[config.mk]
export PLATFORM = sky130hd
export DESIGN_NAME = one_wire_bus_master
export DESIGN_NICKNAME = d
export VERILOG_FILES = /design/src/rtl/core/owm_pkg.sv /design/src/rtl/core/one_wire_bus_master.sv
export VERILOG_INCLUDE_DIRS = /design/src /design/src/rtl/core
export SDC_FILE = /design/constraint.sdc
export NUM_CORES = 1
export LEC_CHECK = 0
export ABC_AREA = 1
export ABC_CLOCK_PERIOD_IN_PS = 5900
export BUFFER_PORTS_ARGS = -buffer_cell sky130_fd_sc_hd__buf_4
export CAP_MARGIN = 20
export CORE_MARGIN = 1
export CORE_UTILIZATION = 61
export CTS_CLUSTER_SIZE = 20
export DETAILED_ROUTE_END_ITERATION = 16
export HOLD_SLACK_MARGIN = 0.12
export PLACE_DENSITY = 0.81
export SETUP_SLACK_MARGIN = 0.2
export SLEW_MARGIN = 30
export SYNTH_ARGS = -nofsm -noshare
export SYNTH_HDL_FRONTEND = slang
export SYNTH_SLANG_ARGS = --single-unit
[constraint.sdc]
create_clock -name i_clk -period 5.9 [get_ports i_clk]
set_clock_uncertainty 0.05 [all_clocks]
set_input_delay 1.77 -clock i_clk [delete_from_list [all_inputs] [get_ports i_clk]]
set_output_delay 1.77 -clock i_clk [all_outputs]
set_load 0.01 [all_outputs]
[src/rtl/core/one_wire_bus_master_assert.svh]
// ----------------------------------------------------------------------------
// One-wire bus master assertion macros
// Concurrent checks, compiled out when ASSERT_OFF is defined.
// ----------------------------------------------------------------------------
`ifndef ONE_WIRE_BUS_MASTER_ASSERT_SVH
`define ONE_WIRE_BUS_MASTER_ASSERT_SVH

`ifndef ASSERT_OFF
// antecedent implies consequent in the same cycle
`define OWM_ASSERT_NOW(label, clk, rst_n, ante, cons) \
    label: assert property (@(posedge clk) disable iff (!rst_n) (ante) |-> (cons)) \
        else $error("one_wire_bus_master assertion failed");
// antecedent implies consequent in the next cycle
`define OWM_ASSERT_NEXT(label, clk, rst_n, ante, cons) \
    label: assert property (@(posedge clk) disable iff (!rst_n) (ante) |=> (cons)) \
        else $error("one_wire_bus_master assertion failed");
`else
`define OWM_ASSERT_NOW(label, clk, rst_n, ante, cons)
`define OWM_ASSERT_NEXT(label, clk, rst_n, ante, cons)
`endif

`endif

[src/rtl/core/owm_pkg.sv]
// ----------------------------------------------------------------------------
// One-wire bus master package
// Phase codes, command kinds, register indexes and timing defaults.
// ----------------------------------------------------------------------------
package owm_pkg;

    localparam int COUNT_WIDTH_DEF = 10;
    localparam int CFG_W           = 10;
    localparam int CFG_REGS        = 8;
    localparam int IDX_W           = 3;

    typedef enum logic [3:0] {
        PH_IDLE     = 4'd0,
        PH_RST_LOW  = 4'd1,
        PH_RST_WAIT = 4'd2,
        PH_RST_TAIL = 4'd3,
        PH_WR_GAP   = 4'd4,
        PH_WR_LOW   = 4'd5,
        PH_WR_HOLD  = 4'd6,
        PH_RD_GAP   = 4'd7,
        PH_RD_REC   = 4'd8,
        PH_RD_LOW   = 4'd9,
        PH_RD_WAIT  = 4'd10,
        PH_RD_TAIL  = 4'd11
    } t_phase;

    typedef logic [1:0]       t_kind;
    typedef logic [IDX_W-1:0] t_reg_idx;
    typedef logic [CFG_W-1:0] t_cfg;

    localparam t_kind KIND_TICK  = 2'd0;
    localparam t_kind KIND_RESET = 2'd1;
    localparam t_kind KIND_WRITE = 2'd2;
    localparam t_kind KIND_READ  = 2'd3;

    localparam t_reg_idx REG_RESET_LOW     = 3'd0;
    localparam t_reg_idx REG_PRESENCE_WAIT = 3'd1;
    localparam t_reg_idx REG_RESET_TAIL    = 3'd2;
    localparam t_reg_idx REG_WRITE_LOW     = 3'd3;
    localparam t_reg_idx REG_WRITE_SLOT    = 3'd4;
    localparam t_reg_idx REG_READ_LOW      = 3'd5;
    localparam t_reg_idx REG_READ_SAMPLE   = 3'd6;
    localparam t_reg_idx REG_READ_TAIL     = 3'd7;

    localparam t_cfg CFG_RESET [CFG_REGS] = '{
        10'd500, 10'd60, 10'd240, 10'd2, 10'd60, 10'd1, 10'd5, 10'd56
    };

    localparam t_cfg WR_GAP_TICKS  = 10'd100;
    localparam t_cfg RD_GAP_TICKS  = 10'd1;
    localparam t_cfg RD_REC_TICKS  = 10'd1;
    localparam t_cfg ONE_TICK      = 10'd1;

endpackage

[src/rtl/core/one_wire_bus_master.sv]
// ----------------------------------------------------------------------------
// One-wire bus master
// Usage:
//  - Input channel (i_in_valid / o_in_ready): one beat per microsecond tick,
//    carrying the command kind, the byte to write and the sampled bus level.
//  - Output channel (o_out_valid / i_out_ready): one result beat per input
//    beat, in order: bus drive, busy, done, presence, read byte, reject flag.
//  - Config channel (i_cfg_valid / o_cfg_ready): always ready, writes one
//    timing register per beat; write only while no command is in progress.
//  - A tick's result is registered, valid the cycle after the tick is
//    accepted. One tick per cycle while results are taken, set by the single
//    phase/counter update between the state registers and the result register.
//  - The result register parts the channels: a new tick is taken while the
//    previous result is being taken in the same cycle; if the receiver
//    stalls with a result held, o_in_ready drops until it is taken.
//  - Synchronous reset returns the sequencer to idle, clears presence and the
//    read byte, and loads the default slot timings. No clearing pass.
// ----------------------------------------------------------------------------
module one_wire_bus_master #(
    parameter int COUNT_WIDTH = owm_pkg::COUNT_WIDTH_DEF
) (
    input  logic                   i_clk,
    input  logic                   i_rst_n,
    input  logic                   i_in_valid,
    output logic                   o_in_ready,
    input  owm_pkg::t_kind         i_kind,
    input  logic [7:0]             i_data_byte,
    input  logic                   i_line_level,
    output logic                   o_out_valid,
    input  logic                   i_out_ready,
    output logic                   o_drive_low,
    output logic                   o_busy_res,
    output logic                   o_done_res,
    output logic                   o_presence_ok,
    output logic [7:0]             o_read_data,
    output logic                   o_command_rejected,
    input  logic                   i_cfg_valid,
    output logic                   o_cfg_ready,
    input  owm_pkg::t_reg_idx      i_cfg_index,
    input  owm_pkg::t_cfg          i_cfg_data
);
    import owm_pkg::*;

    `include "one_wire_bus_master_assert.svh"

    // width used to compare a register value against the counter range
    localparam int LW = (COUNT_WIDTH > CFG_W) ? COUNT_WIDTH : CFG_W;

    t_cfg                   r_cfg [CFG_REGS];
    t_phase                 r_phase, n_phase;
    logic [COUNT_WIDTH-1:0] r_tick, n_tick;
    logic [3:0]             r_bit, n_bit;
    logic [7:0]             r_shift, n_shift;
    t_kind                  r_act, n_act;
    logic                   r_pres, n_pres;
    logic [7:0]             r_rres, n_rres;
    logic                   n_fin;

    logic                   r_out_valid;
    logic                   r_drive, r_busy, r_done, r_rej;
    logic                   n_drive, n_busy, n_rej;

    // phase and shift after a possible command start this tick
    t_phase                 s_phase;
    logic [7:0]             s_shift;
    logic                   s_start;

    t_cfg                   len_raw;
    logic [LW-1:0]          len_ext, inc_ext;
    logic [COUNT_WIDTH-1:0] tick_inc;
    logic                   in_acc;

    assign o_cfg_ready = 1'b1;
    assign o_in_ready  = !r_out_valid || i_out_ready;
    assign in_acc      = i_in_valid && o_in_ready;

    always_ff @(posedge i_clk) begin
        if (!i_rst_n) begin
            for (int i = 0; i < CFG_REGS; i++) begin
                r_cfg[i] <= CFG_RESET[i];
            end
        end else if (i_cfg_valid) begin
            r_cfg[i_cfg_index] <= i_cfg_data;
        end
    end

    always_comb begin
        s_start = (r_phase == PH_IDLE) && (i_kind != KIND_TICK);
        s_phase = r_phase;
        s_shift = r_shift;
        if (s_start) begin
            unique case (i_kind)
                KIND_RESET: s_phase = PH_RST_LOW;
                KIND_WRITE: begin
                    s_phase = PH_WR_GAP;
                    s_shift = i_data_byte;
                end
                KIND_READ: begin
                    s_phase = PH_RD_GAP;
                    s_shift = 8'h00;
                end
                default: s_phase = PH_IDLE;
            endcase
        end
    end

    // phase length, zero counts as one tick, saturated at the counter range
    always_comb begin
        unique case (s_phase)
            PH_RST_LOW:  len_raw = r_cfg[REG_RESET_LOW];
            PH_RST_WAIT: len_raw = r_cfg[REG_PRESENCE_WAIT];
            PH_RST_TAIL: len_raw = r_cfg[REG_RESET_TAIL];
            PH_WR_GAP:   len_raw = WR_GAP_TICKS;
            PH_WR_LOW:   len_raw = r_cfg[REG_WRITE_LOW];
            PH_WR_HOLD:  len_raw = r_cfg[REG_WRITE_SLOT];
            PH_RD_GAP:   len_raw = RD_GAP_TICKS;
            PH_RD_REC:   len_raw = RD_REC_TICKS;
            PH_RD_LOW:   len_raw = r_cfg[REG_READ_LOW];
            PH_RD_WAIT:  len_raw = r_cfg[REG_READ_SAMPLE];
            PH_RD_TAIL:  len_raw = r_cfg[REG_READ_TAIL];
            default:     len_raw = ONE_TICK;
        endcase
        len_ext = LW'(len_raw);
        if (len_raw == '0) begin
            len_ext = LW'(ONE_TICK);
        end else if (len_ext > LW'({COUNT_WIDTH{1'b1}})) begin
            len_ext = LW'({COUNT_WIDTH{1'b1}});
        end
        tick_inc = (s_start ? '0 : r_tick) + COUNT_WIDTH'(1);
        inc_ext  = LW'(tick_inc);
    end

    // next state
    always_comb begin
        n_phase = s_phase;
        n_shift = s_shift;
        n_tick  = s_start ? '0 : r_tick;
        n_bit   = s_start ? 4'd0 : r_bit;
        n_act   = s_start ? i_kind : r_act;
        n_pres  = (s_start && (i_kind == KIND_RESET)) ? 1'b0 : r_pres;
        n_rres  = r_rres;
        n_fin   = 1'b0;
        if (s_phase != PH_IDLE) begin
            n_tick = tick_inc;
            if (inc_ext >= len_ext) begin
                n_tick = '0;
                unique case (s_phase)
                    PH_RST_LOW:  n_phase = PH_RST_WAIT;
                    PH_RST_WAIT: begin
                        n_pres = !i_line_level;
                        if (n_pres && (r_cfg[REG_RESET_TAIL] != '0)) begin
                            n_phase = PH_RST_TAIL;
                        end else begin
                            n_fin = 1'b1;
                        end
                    end
                    PH_WR_GAP:   n_phase = PH_WR_LOW;
                    PH_WR_LOW:   n_phase = PH_WR_HOLD;
                    PH_WR_HOLD: begin
                        n_shift = {1'b0, n_shift[7:1]};
                        n_bit   = n_bit + 4'd1;
                        if (n_bit[3]) begin
                            n_fin = 1'b1;
                        end else begin
                            n_phase = PH_WR_LOW;
                        end
                    end
                    PH_RD_GAP:   n_phase = PH_RD_REC;
                    PH_RD_REC:   n_phase = PH_RD_LOW;
                    PH_RD_LOW:   n_phase = PH_RD_WAIT;
                    PH_RD_WAIT, PH_RD_TAIL: begin
                        if (s_phase == PH_RD_WAIT) begin
                            n_shift = {i_line_level, n_shift[7:1]};
                        end
                        if ((s_phase == PH_RD_WAIT) && (r_cfg[REG_READ_TAIL] != '0)) begin
                            n_phase = PH_RD_TAIL;
                        end else begin
                            n_bit = n_bit + 4'd1;
                            if (n_bit[3]) begin
                                n_rres = n_shift;
                                n_fin  = 1'b1;
                            end else begin
                                n_phase = PH_RD_REC;
                            end
                        end
                    end
                    default: n_fin = 1'b1;   // reset tail end and stray codes
                endcase
                if (n_fin) begin
                    n_phase = PH_IDLE;
                    n_act   = KIND_TICK;
                end
            end
        end
    end

    // per-tick outputs
    always_comb begin
        n_busy = (s_phase != PH_IDLE);
        n_rej  = (r_phase != PH_IDLE) && (i_kind != KIND_TICK);
        unique case (s_phase)
            PH_RST_LOW, PH_WR_LOW, PH_RD_LOW: n_drive = 1'b1;
            PH_WR_HOLD:                       n_drive = !s_shift[0];
            default:                          n_drive = 1'b0;
        endcase
    end

    always_ff @(posedge i_clk) begin
        if (!i_rst_n) begin
            r_phase     <= PH_IDLE;
            r_tick      <= '0;
            r_bit       <= 4'd0;
            r_shift     <= 8'h00;
            r_act       <= KIND_TICK;
            r_pres      <= 1'b0;
            r_rres      <= 8'h00;
            r_out_valid <= 1'b0;
        end else begin
            if (in_acc) begin
                r_phase <= n_phase;
                r_tick  <= n_tick;
                r_bit   <= n_bit;
                r_shift <= n_shift;
                r_act   <= n_act;
                r_pres  <= n_pres;
                r_rres  <= n_rres;
            end
            if (in_acc) begin
                r_out_valid <= 1'b1;
            end else if (i_out_ready) begin
                r_out_valid <= 1'b0;
            end
        end
    end

    // result payload
    always_ff @(posedge i_clk) begin
        if (in_acc) begin
            r_drive <= n_drive;
            r_busy  <= n_busy;
            r_done  <= n_fin;
            r_rej   <= n_rej;
        end
    end

    assign o_out_valid        = r_out_valid;
    assign o_drive_low        = r_drive;
    assign o_busy_res         = r_busy;
    assign o_done_res         = r_done;
    assign o_command_rejected = r_rej;
    assign o_presence_ok      = r_pres;
    assign o_read_data        = r_rres;

    `OWM_ASSERT_NOW(a_idle_no_cmd, i_clk, i_rst_n, r_phase == PH_IDLE, r_act == KIND_TICK)
    `OWM_ASSERT_NOW(a_busy_has_cmd, i_clk, i_rst_n, r_phase != PH_IDLE, r_act != KIND_TICK)
    `OWM_ASSERT_NOW(a_bit_range, i_clk, i_rst_n, r_bit[3], r_bit[2:0] == 3'd0)
    `OWM_ASSERT_NOW(a_drive_when_busy, i_clk, i_rst_n, r_out_valid && r_drive, r_busy)
    `OWM_ASSERT_NOW(a_stall_blocks, i_clk, i_rst_n, r_out_valid && !i_out_ready, !o_in_ready)

endmodule
==> run metrics, run 1 <==
status=completed; total number of vias=5710; global route overflow=0; Clk pwr share=29.3%; fin nets=898; Final Core Density=72.0%; count of cells resized by post-cts repair=0; I/O pin count=45; MaxCap Viol Count=0; YS warnings=0; hold depth=2; CTS H-Tree Depth=4; fin crit period=5.16 ns; Cells after Synth=815; Mapped Area=6540 µm²; Initial DRC Count=462; sequential share of the synthesized area=49.6%; R2R Path End=r_shift[3]; CP max FO=22; WHS=0.398 ns; maximum clock path buffer count=2; Slew headroom=42.8%; ys async rst share=0%; leading cell types in the layout, fill and taps excluded=210 x nand2_1, 117 x nor2_1, 91 x inv_1; # Post-CTS Setup Buffers=0; Worst Setup Path Type=primary input to register; layout cells sized above 1=12.9%; Sequential Power Share=32.3%; Die Width=106 µm; TritonCTS clock tree=yes; final wirelength=16.5 mm; clock sinks=120; Synth Area per Inst=8.02 µm²; Post-CTS Hold Buffers=0; RSZ-0062 raised after global routing=no; WP data required=6.28 ns; Worst-Margin Slew=0.853 ns; post-route clock period utilization=87.4%; net switching power figure=1.26 mW; #FFs+latches synth=120; Worst Setup SP=i_kind[0]; clock root buffer=clkbuf_8; final max-slew violation count=0; core area=10400 µm²; diodes inserted=0; largest net degree at the start of global routing=35; Arr. time, crit path=5.54 ns; Yosys top cell area share=38.6%; drt wl/cell=16.4 µm; DP Wirelength=11.8 mm; top cells by area, synth=edfxtp_1 39%, nand2_1 12%, dfxtp_1 11%; Post-Syn Nets=856; Reg2Reg Depth=19; internal power=1.89 mW; Hold Vio Cnt, Final=0; Gate power share=38.3%; sw frac=39.9%; final setup TNS=0 ns; Setup crit end kind=register; Leak=3.21 nW; Die Y=106 µm; Die Area=11100 µm²; Avg Vias per Cell=5.68; CTS buffer count=17; Skew-Pair Late Insertion Delay=0.53 ns; vias in the first global route=5436; Layout area overhead=14.2%; Max VDD drop=0.274 mV; r2r startpoint=r_phase[2]; placer's final routability congestion estimate=0.987; CP startpoint kind=primary input; first-pass GRT wire length=26.8 mm; detailed-route DRC error count=0; PD cells=423 nW/µm²; leading cell type in the layout, fill and taps excluded=nand2_1; fill cell count=797; initial antenna violation count=0; first-pass detailed-route iteration total=5; post-route ant nets=0; Post-synth EDFFs=84; gr usage total=31.7%; Min-Delay Path Class=register to register; Fmax achieved=0.194 GHz; min-delay src=o_read_data[7]; Setup-failing EPs final=0; Post-synth top flop=edfxtp_1; row count=37; area leader, netlist=edfxtp_1; Initial Util=63.1%; Synth cell types=45; clk slew on worst S/H paths=0.06 ns; # port buffers=43; Endpoint, Worst Hold=o_read_data[7]; Worst R2R Setup Slack=1.63 ns
==> stage by stage <==
stage	power, mW	setup WS, ns	cells	cell area [µm²]
final	3.15	0.741	1006	7460
after global routing	3.33	0.339	1006	7460
after CTS	3.14	0.849	1006	7460
after detailed placement	2.21	0.318	974	6940
after global placement	2.19	0.557	974	6940
after floorplan	1.94	0.984	815	6540
==> layout make-up <==
| class | count | area [µm²] | area share [%] |
|---|---|---|---|
| Sequential cell | 120 | 3240 | 43.4 |
| Multi-Input combinational cell | 570 | 2800 | 37.5 |
| Clock buffer | 19 | 422 | 5.65 |
| Inverter | 103 | 387 | 5.18 |
| Timing Repair Buffer | 45 | 338 | 4.53 |
| Tap cell | 136 | 170 | 2.28 |
| Clock inverter | 13 | 106 | 1.42 |
==> power by group through the flow <==
stage,logic [mW],registers (mW),clock network [mW]
CTS,1.19,1.02,0.929
global route,1.34,1.03,0.965
detailed placement,1.18,1.04,0
floorplan,0.908,1.03,0
finish,1.21,1.02,0.925
global placement,1.16,1.03,0
==> flip-flops by register name (all words and copies together), names as in the netlist, 4 cells and up <==
register / count
r_cfg: 80
r_tick: 10
o_read_data: 8
r_shift: 8
r_bit: 4
r_phase: 4
==> critical path: stages <==
cell and delay (ns):
buf_4 0.13, inv_1 0.13, nand2_1 0.12, nand3_2 0.33, nand2_1 0.09, inv_1 0.14
ha_1 0.22, nand3_1 0.13, nor3_2 0.23, nand3_1 0.12, xor2_1 0.31, ha_1 0.31
nand2_1 0.09, nor2_1 0.06, o211ai_1 0.10, nand4_1 0.34, nand2_2 0.25, inv_1 0.17
nand2_2 0.19, nand2_1 0.07, a41oi_1 0.21
==> logic make-up after synthesis <==
family	Yosys count	synth area share, %
adders and majority gates	12	2.30
other	1	0.0574
buffers and inverters	125	7.60
xor gates and xnor gates	5	0.670
AOI/OAI and AO/OA	127	11.0
DFF	120	49.6
and+or+nand+nor	425	28.8
==> synth_stat cells (2+ instances only) <==
master,number
nand2_1,210
nor2_1,117
inv_1,92
edfxtp_1,84
a21oi_1,52
nand3_1,37
dfxtp_1,36
o21ai_0,36
nand4_1,17
clkbuf_1,12
ha_1,12
o211ai_1,9
inv_2,8
a41oi_1,7
nand2_2,7
nor2_2,6
o21ai_1,6
o22ai_1,6
a31oi_1,5
nand3_2,5
nor2_4,5
buf_2,4
buf_4,4
xor2_1,4
and3_1,3
clkinv_1,3
nor3_1,3
or2_0,3
a21oi_2,2
nand3_4,2
nor3_2,2
nor3b_1,2
or2_2,2
==> layer usage <==
metal  GRT usage, %  up-vias  part of all wire [%]
li1               -     2790                     -
met1           40.4     2613                    41
met2           51.6      265                    48
met3           6.68       42                   7.5
met4           15.5        0                   3.4
met5              0        -                     0
==> how the worst max path moves through the flow <==
stage	endpoint	slack, ns	cells after the start
floorplan	o_presence_ok	0.98	22
global placement	r_shift[3]	0.56	21
detailed placement	r_shift[3]	0.32	21
CTS	r_shift[3]	0.85	21
global route	r_shift[3]	0.34	21
finish	r_shift[3]	0.74	21
Note: power is estimated with default switching activity, not from simulation.
==> inputs of run 2 (changes only) <==
--- a/config.mk
+++ b/config.mk
@@ -16,6 +16,7 @@
 export DETAILED_ROUTE_END_ITERATION = 16
 export HOLD_SLACK_MARGIN = 0.12
 export PLACE_DENSITY = 0.81
+export REMOVE_ABC_BUFFERS = 1
 export SETUP_SLACK_MARGIN = 0.2
 export SLEW_MARGIN = 30
 export SYNTH_ARGS = -nofsm -noshare
==> run 2 against run 1 <==
  * Global-route usage is essentially flat
  * Core utilization rose by 0.46 points
  * Non-clock buffer count unchanged
  * Combinational power barely moved
  * Critical path type unchanged
  * Critical endpoint unchanged
  * Largest cell class unchanged
==> run metrics, run 2 (synthesis gave the netlist of run 1 again) <==
stages on the worst setup path=22; Worst Setup Path Type=primary input to register; Worst-Margin Slew=0.891 ns; layout cells sized above 1=13.0%; pre-CTS WS=0.585 ns; gr usage total=31.7%; post-route ant nets=0; final setup TNS=0 ns; global route overflow=0; Arr. time, crit path=5.23 ns; placer's final routability congestion estimate=0.966; Min-Delay Path Class=register to register; diodes inserted=0; Largest Register=r_cfg; CP max FO=22; Setup crit end kind=register; clock sinks=120; row count=37; Worst path slowest cell=nand3_2; CTS H-Tree Depth=4; Max VDD drop=0.316 mV; largest net degree at the start of global routing=35; Die Area=11100 µm²; final worst slack=1.00 ns; TritonCTS clock tree=yes; maximum clock path buffer count=2; status=completed; Placed Area=6940 µm²; CP bufs+invs=4; vias in the first global route=5399; clk slew on worst S/H paths=0.06 ns; clock root buffer=clkbuf_8; Die Width=106 µm; Die Y=106 µm; DP Wirelength=11.6 mm; Final Core Density=72.4%; initial antenna violation count=0; final max-slew violation count=0; Overall Power=3.24 mW; PD cells=432 nW/µm²; Slew headroom=40.2%; CP startpoint kind=primary input; fin crit period=4.90 ns; drt wl/cell=16.4 µm; Initial Util=63.1%; Leak=3.25 nW; Layout area overhead=14.9%; leading cell types in the layout, fill and taps excluded=210 x nand2_1, 117 x nor2_1, 91 x inv_1; count of cells resized by post-cts repair=0; CTS buffer count=17; Fmax achieved=0.204 GHz; total number of vias=5790; post-route clock period utilization=83.0%; I/O pin count=45; # Post-CTS Setup Buffers=0; WP data required=6.23 ns; Hold Vio Cnt, Final=0; core area=10400 µm²; Largest regs=r_cfg (80), r_tick (10); crit-path cells=buf_4 -> inv_1 -> nand2_1 -> nand3_2 -> nand2_2 -> inv_2 -> nand4_1 -> nor2_2 -> nand3_1 -> nor2_1 -> nand3_1 -> and2_1 -> ha_1 -> nand2_1 -> nor2_1 -> o211ai_1 -> nand4_1 -> nand2_2 -> inv_1 -> nand2_2 -> nand2_1 -> a41oi_1; MaxCap Viol Count=0; # port buffers=43; fin nets=898; fill cell count=803; leading cell type in the layout, fill and taps excluded=nand2_1; detailed-route DRC error count=0; RSZ-0062 raised after global routing=no; hold depth=2; Reg2Reg Depth=22; Skew-Pair Late Insertion Delay=0.54 ns; Avg Vias per Cell=5.76; first-pass GRT wire length=26.7 mm; max reg flops=80; first-pass detailed-route iteration total=7; CP peak stage delay=0.35 ns; final wirelength=16.5 mm; delay-heaviest family, CP=simple AND/OR/NAND/NOR gates; Final Cell Area=7510 µm²; Initial DRC Count=470; Post-CTS Hold Buffers=0; Setup-failing EPs final=0
==> run 2: cell count changes in the layout (fill, tap and decap cells not counted) <==
cell,previous run,this run
clkinv_4,1,2
clkinv_1,7,6
clkinvlp_4,5,2
clkinv_2,2,3
bufinv_16,1,3
==> run 2: path summary, 6_finish.rpt <==
check | start | slack, ns | endpoint
min | o_read_data[0] | 0.41 | o_read_data[0]
min reg2reg | o_read_data[0] | 0.41 | o_read_data[0]
max | i_kind[0] | 1.00 | r_shift[3]
max reg2reg | r_phase[2] | 1.95 | r_shift[3]
==> run 2: tightest hold or removal path, delay by kind of cell (launching register included) <==
| family | cells | cell delay, ns |
|---|---|---|
| AOI/OAI and AO/OA | 1 | 0.05 |
| DFF | 1 | 0.31 |
| buffers and inverters | 1 | 0.05 |
==> run 2: area by class of cell <==
type                    count  area [µm²]  share of cell area (%)
well taps                 136         170                    2.27
flip-flops and latches    120        3240                    43.2
repair buffers             45         338                    4.50
clock inverters            13         154                    2.05
inverters                 103         387                    5.15
clock buffers              19         422                    5.61
multi-input cells         570        2800                    37.3
==> run 2: routing by layer <==
metal | track usage (%) | up-vias | part of all wire (%)
li1 | - | 2792 | -
met1 | 40.4 | 2660 | 40
met2 | 50.7 | 295 | 48
met3 | 7.17 | 43 | 9.1
met4 | 16.7 | 0 | 3.2
met5 | 0 | - | 0
==> run 2: report_power, final <==
group          internal (mW)  switching [mW]
clock                  0.640           0.375
combinational          0.369           0.840
sequential             0.975          0.0452
==> run 2: metrics by stage <==
stage                     hold slack [ns]  cells
after floorplan                     0.415    793
after global placement              0.385    974
after detailed placement            0.390    974
after CTS                           0.417   1006
after global routing                0.437   1006
final                               0.407   1006
==> inputs of run 3 (changes only) <==
--- a/config.mk
+++ b/config.mk
@@ -6,8 +6,8 @@
 export SDC_FILE = /design/constraint.sdc
 export NUM_CORES = 1
 export LEC_CHECK = 0
-export ABC_AREA = 1
-export ABC_CLOCK_PERIOD_IN_PS = 5900
+export ABC_AREA = 0
+export ABC_CLOCK_PERIOD_IN_PS = 5120
 export BUFFER_PORTS_ARGS = -buffer_cell sky130_fd_sc_hd__buf_4
 export CAP_MARGIN = 20
 export CORE_MARGIN = 1
==> constraint.sdc (replaced) <==
create_clock -name i_clk -period 5.12 [get_ports i_clk]
set_clock_uncertainty 0.05 [all_clocks]
set_input_delay 1.536 -clock i_clk [delete_from_list [all_inputs] [get_ports i_clk]]
set_output_delay 1.536 -clock i_clk [all_outputs]
set_load 0.01 [all_outputs]
==> run 3 against run 2 <==
  * Hold slack improved by 0.012 ns
  * Clock power rose by 11%
  * Sequential power rose by 12%
  * Final cell count fell by 17%
  * Die area fell by 1.0%
  * Cell area barely moved
  * Sequential cell count did not move
  * Core utilization rose by 0.25 points
  * Power fell by 15%
  * Synthesized cell count fell by 21%
  * Non-clock buffer count rose by 23
  * Combinational power fell by 60%
==> run metrics, run 3 <==
final worst slack=0.508 ns; layout cells sized above 1=15.9%; clock sinks=120; Die Area=11000 µm²; Gate power share=17.5%; # Post-CTS Setup Buffers=0; CP startpoint kind=primary input; internal power=1.97 mW; fin crit period=4.61 ns; #FFs+latches synth=120; initial antenna violation count=0; Fmax achieved=0.217 GHz; area leader, netlist=edfxtp_1; pre-CTS WS=-0.0110 ns; Die Y=105 µm; Worst Setup Path Type=primary input to register; top cells by area, synth=edfxtp_1 39%, dfxtp_1 11%, and2_1 6.2%; fin nets=726; Slew headroom=40.4%; CP max FO=10; final max-slew violation count=0; CTS buffer count=17; Max VDD drop=0.286 mV; Post-synth EDFFs=84; Largest Register=r_cfg; final setup TNS=0 ns; Setup-failing EPs final=0; final non-filler cell total=834; CTS H-Tree Depth=4; maximum clock path buffer count=2; multi-input logic area=2990 µm²; Post-CTS Hold Buffers=0; CP peak stage delay=0.43 ns; I/O pin count=45; Min-Delay Path Class=register to register; ys async rst share=0%; # port buffers=43; Avg Vias per Cell=6.37; post-route clock period utilization=90.1%; Hold Vio Cnt, Final=0; gr usage total=33.3%; Initial Util=62.7%; Yosys top cell area share=39.0%; core area=10300 µm²; CP bufs+invs=3; row count=37; Arr. time, crit path=5.00 ns; clock root buffer=clkbuf_8; first-pass GRT wire length=27.4 mm; Worst-Margin Slew=0.885 ns; net switching power figure=779 µW; sequential share of the synthesized area=50.1%; final wirelength=17.5 mm; commonest cells in the netlist=84 x edfxtp_1, 64 x and2_1, 64 x nand2_1; most common cell in the netlist=edfxtp_1; PD cells=366 nW/µm²; leading cell types in the layout, fill and taps excluded=84 x edfxtp_1, 68 x buf_4, 64 x nand2_1, 64 x and2_1, 48 x nor2_1; Placed Instances=802; Synth cell types=70; Largest regs=r_cfg (80), r_tick (10); max reg flops=80; total number of vias=5315; diodes inserted=0; detailed-route DRC error count=0; area taken by flip-flops and latches=3240 µm²; sw frac=28.4%; count of cells resized by post-cts repair=0; Initial DRC Count=601; Worst path slowest cell=a221o_1; first-pass detailed-route iteration total=5; placer's final routability congestion estimate=0.957; vias in the first global route=5123; delay-heaviest family, CP=compound AO/OA/AOI/OAI gates; Die Width=105 µm; Clk pwr share=40.9%; Sequential Power Share=41.6%; global route overflow=0; crit-path cells=buf_4 -> nor2b_1 -> o211a_1 -> a221o_1 -> a2111oi_4 -> nand4_1 -> o31ai_1 -> ha_1 -> nor2_1 -> a21oi_1 -> o41ai_1 -> buf_4 -> a21o_1 -> buf_4 -> a211oi_1 -> nor4_1; Synth Area per Inst=10.1 µm²; DP Wirelength=12.3 mm; Cells after Synth=640; Leak=2.74 nW; cell mode on critical path=buf_4; fill cell count=725; TritonCTS clock tree=yes; Mapped Area=6470 µm²; Setup crit end kind=register; Skew-Pair Late Insertion Delay=0.54 ns; leading cell type in the layout, fill and taps excluded=edfxtp_1; YS warnings=0; RSZ-0062 raised after global routing=no; largest net degree at the start of global routing=44; MaxCap Viol Count=0; clk slew on worst S/H paths=0.06 ns; WP data required=5.51 ns; Layout area overhead=16.0%; Post-synth top flop=edfxtp_1; post-route ant nets=0; status=completed; drt wl/cell=21.0 µm
[run 3: cells by family after synthesis]
logic type,count (synthesis),synth area share [%]
flops,120,50.1
buf+inv,52,3.71
xor+xnor,9,1.22
mux,23,3.98
compound gates,137,15.5
simple gates,286,23.1
other cells,1,0.0580
fa+ha+maj,12,2.32
[run 3: worst paths after layout]
check / cells after the start / slack (ns) / end / start
worst max-delay path: 16 / 0.51 / r_phase[2] / i_kind[0]
worst min-delay path: 2 / 0.42 / o_read_data[2] / o_read_data[2]
worst max register to register: 14 / 0.71 / r_phase[2] / r_phase[0]
worst min register to register: 2 / 0.42 / o_read_data[2] / o_read_data[2]
[run 3: worst register-to-register path, cell delays in order (launching register included)]
cell      delay [ns]
dfxtp_1         0.79
mux4_2          0.65
a221o_1         0.39
a211oi_2        0.27
nand4_1         0.13
o31ai_1         0.27
ha_1            0.27
nor2_1          0.13
a21oi_1         0.09
o41ai_1         0.42
buf_4           0.19
a21o_1          0.13
buf_4           0.17
a211oi_1        0.09
nor4_1          0.29
[run 3: stage by stage]
stage          hold WS, ns  area (µm²)  total power, mW  util, %
2_1_floorplan        0.394        6270             1.44        -
3_3_place_gp         0.397        6950             1.61     67.3
3_5_place_dp         0.408        6950             1.62     67.3
4_1_cts              0.418        7500             2.74     72.7
5_1_grt              0.440        7500             2.84     72.7
6_report             0.419        7500             2.75     72.7
[run 3: layout make-up]
cell class | count | area share [%]
Clock buffer | 20 | 5.67
Clock inverter | 12 | 1.70
Inverter | 10 | 0.500
Multi-Input combinational cell | 468 | 39.8
Sequential cell | 120 | 43.2
Tap cell | 136 | 2.27
Timing Repair Buffer | 68 | 6.80
[run 3: per-layer routing]
metal | track usage, % | part of all wire, %
met3 | 7.74 | 6.8
met2 | 55.0 | 49
met4 | 14.5 | 3.2
met1 | 41.8 | 41
met5 | 0 | 0
[run 3: power groups by stage]
stage | registers (mW) | clock network (mW) | logic (mW)
final | 1.14 | 1.12 | 0.480
after global routing | 1.15 | 1.17 | 0.521
after CTS | 1.14 | 1.13 | 0.468
after detailed placement | 1.16 | 0 | 0.465
after global placement | 1.16 | 0 | 0.455
after floorplan | 1.15 | 0 | 0.286
